--- src/pgg_pkg.sv ---
// Shared constants, types and the constant log2 function of the polar Gaussian generator.
`default_nettype none
package pgg_pkg;

  localparam int UNIFORM_BITS = 16;
  localparam int SQ_W         = 2 * UNIFORM_BITS;
  localparam int SUM_W        = SQ_W + 1;
  localparam int TOP_W        = $clog2(SQ_W);
  localparam int Q_W          = 32;
  localparam int LG_W         = TOP_W + Q_W;
  localparam int G_W          = LG_W + 1;
  localparam int DIV_W        = 32;
  localparam int P_W          = DIV_W + 1;
  localparam int X2_W         = 64;
  localparam int XQ_W         = 32;
  localparam int MEAN_W       = 24;
  localparam int SIGMA_W      = 16;
  localparam int SAMPLE_W     = 24;
  localparam int LN2_W        = 24;
  localparam int DATA_W       = 32;
  localparam int ADDR_W       = 3;
  localparam int QUEUE_DEPTH  = 4;

  localparam logic [LN2_W-1:0]        LN2_Q24     = 24'd11629080;
  localparam logic [UNIFORM_BITS-1:0] U_MAX       = '1;
  localparam logic [SQ_W-1:0]         M2          = {{UNIFORM_BITS{1'b0}}, U_MAX} *
                                                    {{UNIFORM_BITS{1'b0}}, U_MAX};
  localparam logic [MEAN_W-1:0]       MEAN_RESET  = 24'd20480;
  localparam logic [SIGMA_W-1:0]      SIGMA_RESET = 16'd3826;

  localparam logic REG_MEAN  = 1'b0;
  localparam logic REG_SIGMA = 1'b1;

  typedef struct packed {
    logic [SQ_W-1:0] sq_a;
    logic [SQ_W-1:0] sq_b;
    logic [SQ_W-1:0] sum;
    logic            neg_a;
    logic            neg_b;
  } attempt_t;

  function automatic logic [LG_W-1:0] log2_q32(input logic [SQ_W-1:0] x);
    logic [63:0]    m;
    logic [63:0]    sq;
    logic [Q_W-1:0] frac;
    int             e;
    e = 0;
    for (int i = 0; i < SQ_W; i++) begin
      if (x[i]) e = i;
    end
    m = 64'({x, 31'b0} >> e);
    frac = '0;
    for (int i = Q_W - 1; i >= 0; i--) begin
      sq = {32'b0, m[31:0]} * {32'b0, m[31:0]};
      m = sq >> 31;
      if (m[32]) begin
        m = m >> 1;
        frac[i] = 1'b1;
      end
    end
    return {TOP_W'(e), frac};
  endfunction

  localparam logic [LG_W-1:0] LG_M2 = log2_q32(M2);

endpackage
`default_nettype wire

--- src/pgg_queue.sv ---
// Short queue of accepted attempts between the front and the back.
`default_nettype none
module pgg_queue #(
  parameter int DEPTH = pgg_pkg::QUEUE_DEPTH
) (
  input  wire logic              clk,
  input  wire logic              rst_n,
  input  wire logic              push,
  input  wire pgg_pkg::attempt_t push_data,
  output logic                   full,
  output logic                   head_valid,
  output pgg_pkg::attempt_t      head_data,
  input  wire logic              pop
);

  localparam int PTR_W = (DEPTH > 1) ? $clog2(DEPTH) : 1;
  localparam int CNT_W = $clog2(DEPTH + 1);

  pgg_pkg::attempt_t mem_r [0:DEPTH-1];
  logic [PTR_W-1:0]  wr_ptr_r, rd_ptr_r;
  logic [CNT_W-1:0]  cnt_r, cnt_nxt;

  assign full       = (cnt_r == CNT_W'(DEPTH));
  assign head_valid = (cnt_r != '0);
  assign head_data  = mem_r[rd_ptr_r];

  always_comb begin
    case ({push, pop})
      2'b10:   cnt_nxt = cnt_r + CNT_W'(1);
      2'b01:   cnt_nxt = cnt_r - CNT_W'(1);
      default: cnt_nxt = cnt_r;
    endcase
  end

  always_ff @(posedge clk) begin
    if (!rst_n) begin
      wr_ptr_r <= '0;
      rd_ptr_r <= '0;
      cnt_r    <= '0;
    end else begin
      cnt_r <= cnt_nxt;
      if (push) begin
        wr_ptr_r <= (wr_ptr_r == PTR_W'(DEPTH - 1)) ? '0 : wr_ptr_r + PTR_W'(1);
      end
      if (pop) begin
        rd_ptr_r <= (rd_ptr_r == PTR_W'(DEPTH - 1)) ? '0 : rd_ptr_r + PTR_W'(1);
      end
    end
  end

  always_ff @(posedge clk) begin
    if (push) begin
      mem_r[wr_ptr_r] <= push_data;
    end
  end

`ifndef NO_ASSERTIONS
  a_cnt_bound: assert property (@(posedge clk) disable iff (!rst_n)
    cnt_r <= CNT_W'(DEPTH)) else $error("queue count beyond depth");
  a_no_underflow: assert property (@(posedge clk) disable iff (!rst_n)
    pop |-> cnt_r != '0) else $error("pop from empty queue");
`endif

endmodule
`default_nettype wire

--- config.mk ---
export PLATFORM = sky130hd
export DESIGN_NAME = pgg_queue
export DESIGN_NICKNAME = d
export VERILOG_FILES = /design/src/pgg_pkg.sv /design/src/pgg_queue.sv
export SDC_FILE = /design/constraint.sdc
export NUM_CORES = 1
export LEC_CHECK = 0
export BUFFER_PORTS_ARGS = -buffer_cell sky130_fd_sc_hd__buf_2
export CORE_ASPECT_RATIO = 1.4
export CORE_MARGIN = 5
export CORE_UTILIZATION = 42
export CTS_CLUSTER_SIZE = 30
export DETAILED_ROUTE_END_ITERATION = 10
export HOLD_SLACK_MARGIN = 0.08
export PLACE_DENSITY = 0.64
export SYNTH_ARGS = -nofsm -noshare
export SYNTH_HDL_FRONTEND = slang
export SYNTH_SLANG_ARGS = --single-unit
--- constraint.sdc ---
create_clock -name clk -period 3.55 [get_ports clk]
set_clock_uncertainty 0.05 [all_clocks]
set_input_delay 0.71 -clock clk [delete_from_list [all_inputs] [get_ports clk]]
set_output_delay 0.71 -clock clk [all_outputs]
set_load 0.02 [all_outputs]
==> metrics <==
Reg2Reg Setup Slack 1.64 ns; Leak 5.94 nW; # DRC 0; initial drt markers 439; Worst-Skew Late Latency 0.52 ns; Synth Register Bits 401; max cap viols 0; share of cells above drive strength 1 46.5%; area of the multi-input gates 2480 um^2; vias per cell 5.09; combinational fraction of design power 8.9%; Reg clk slew, reported paths 0.06 ns; R2R Path End mem_r[3][36]$_DFFE_PP_; post-place setup slack 0.930 ns; # setup viols final 0; Synth async-reset ratio 0%; Max VDD drop 0.000473 V; Int Power 8.42 mW; status completed; Post-Layout Cell Count 1282; Die H 230 um; Clock power frac 40.1%; top cells by count, synth edfxtp_1, mux4_2, buf_2; number of fill cells 2706; post-CTS setup buffers 0; CP max FO 20; RSZ-0062 raised after global routing false; hold worst-path end mem_r[2][49]$_DFFE_PP_; sequential area share after synthesis 82.0%; EDFF count, synth 392; Synth area leaders edfxtp_1, mux4_2, dfxtp_1; Initial Utilization 42.6%; vias in the first global route 7209; gpl congestion 0.688; crit path DAT 2.31 ns; PD cells 606 nW/um^2; largest net degree at the start of global routing 42; Top-Level Pins 202; Post-DP HPWL 17400 um; total vias in the final route 6531; Tot GR Track Use 14.4%; htree depth 2; initial antenna violation count 8; die footprint 38600 um^2; placed insts 1209; layout net count 908; total routed wirelength 27600 um; Worst Hold Depth 1; Avg Inst Size Synth 26.1 um^2; clock tree buffer depth 3; Syn Nets 668; Switch Pwr 2.27 mW; most common cell in the netlist edfxtp_1; # hold bufs at CTS 0; Worst-Margin Slew 0.637 ns; sequential power share 51.1%; Critical Path RT 2.79 ns; setup TNS 0 ns; FF-to-FF Start wr_ptr_r[0]$_SDFFE_PN0P_; # port buffers 201; CP Class reg -> out; CTS tree yes; DIE WIDTH 167 um; Worst setup EP type output pin; root buf cell clkbuf_16; Overflow after GRT 0; Worst Reg-to-Reg Cells 3; min cycle time layout 3.07 ns; Yosys top cell area share 80.7%; Resized cells post-CTS 0; Post-Synthesis Cells 559; worst min path class in -> reg; CP startpoint kind register; FF/Latch Area 12000 um^2; P&R area growth vs syn 21.0%; switching share of power 21.3%; relative slew slack 57.5%; final hold viol count 0; Std-Cell Rows 80; Initial DRT Pass Iterations 5; leading area contributor after synthesis edfxtp_1; CTS Sinks 401; CORE AREA 34200 um^2; total CTS buffers 39; Final period util 86.5%; FMAX 326 MHz; start point of the worst hold path push_data[49]; final worst slack 0.481 ns; antenna-violating nets left 0; Yosys cell types 23; Most used DFF post-synth edfxtp_1; wire per inst 21.5 um; Yosys warning count 0; first-pass GRT wire length 42900 um; Post-Syn Area 14600 um^2; max-slew violation count 0
metrics by stage:
stage / hold slack, ns / instance area, um^2 / util, % / power [mW]
after floorplan: 0.418 / 14600 / - / 6.15
after global placement: 0.430 / 16300 / 47.6 / 6.52
after detailed placement: 0.454 / 16300 / 47.6 / 6.54
after CTS: 0.313 / 17600 / 51.5 / 10.9
after global routing: 0.327 / 17600 / 51.5 / 11.1
final: 0.350 / 17600 / 51.5 / 10.7
critical path, cell delays in order (launching register included):
cell and delay (ns):
dfxtp_4 0.64, buf_4 0.40, mux4_2 0.56, buf_2 0.18
sequential cells by signal, summed over array words and instances, names as in the netlist, named ones only:
signal    count
cnt_r         3
mem_r       392
rd_ptr_r      2
wr_ptr_r      2
routing by layer:
layer | vias up | GRT usage [%] | wire length, um
li1 | 2900 | - | -
met1 | 3380 | 17.5 | 10700
met2 | 183 | 24.9 | 14300
met3 | 56 | 4.18 | 1780
met4 | 12 | 4.69 | 740
met5 | - | 0 | 74
layout make-up:
class	count	share of cell area [%]
flip-flops and latches	401	67.8
inverters	6	0.128
clock buffers	50	6.23
clock inverters	20	1.44
well taps	451	3.20
repair buffers	221	7.12
multi-input cells	130	14.1
diodes	3	0.0426
worst max-delay path by stage:
stage | start | end | slack [ns] | cells after the start
after floorplan | push | mem_r[0][0]$_DFFE_PP_ | 0.06 | 1
after global placement | register | head_data[1] | 0.93 | 3
after detailed placement | register | head_data[42] | 0.93 | 3
after CTS | register | head_data[42] | 0.35 | 3
after global routing | register | head_data[87] | 0.27 | 3
final | register | head_data[87] | 0.48 | 3
cell families (layout without fill, tap and decap cells):
family	after synthesis	count (layout)	share of synthesized area, %
flops	401	401	82.0
mux	100	100	15.3
buf+inv	28	297	1.10
simple gates	16	16	0.686
fa+ha+maj	7	7	0.652
compound gates	5	5	0.206
xor+xnor	2	2	0.120
other cells	0	3	0
cells in the final DEF, fill, tap and decap left out, drive strengths merged:
cell type	count
diode	3
xnor2	1
clkinv	12
a21boi	1
o21a	1
and3	1
fa	1
clkinvlp	1
clkbuf	50
or3	2
ha	6
and2	6
xor2	1
mux2i	2
nor2b	4
bufinv	6
o21ai	2
dfxtp	9
mux4	98
nand2	1
inv	7
edfxtp	392
nor3b	2
a21oi	1
buf	221
power by group through the flow:
| stage | Sequential, mW | Combinational (mW) | Clock [mW] |
|---|---|---|---|
| 2_1_floorplan | 5.54 | 0.608 | 0 |
| 3_3_place_gp | 5.56 | 0.964 | 0 |
| 3_5_place_dp | 5.56 | 0.972 | 0 |
| 4_1_cts | 5.46 | 0.976 | 4.42 |
| 5_1_grt | 5.47 | 1.02 | 4.64 |
| 6_report | 5.46 | 0.947 | 4.29 |
Power figures use the tool's default switching activity.
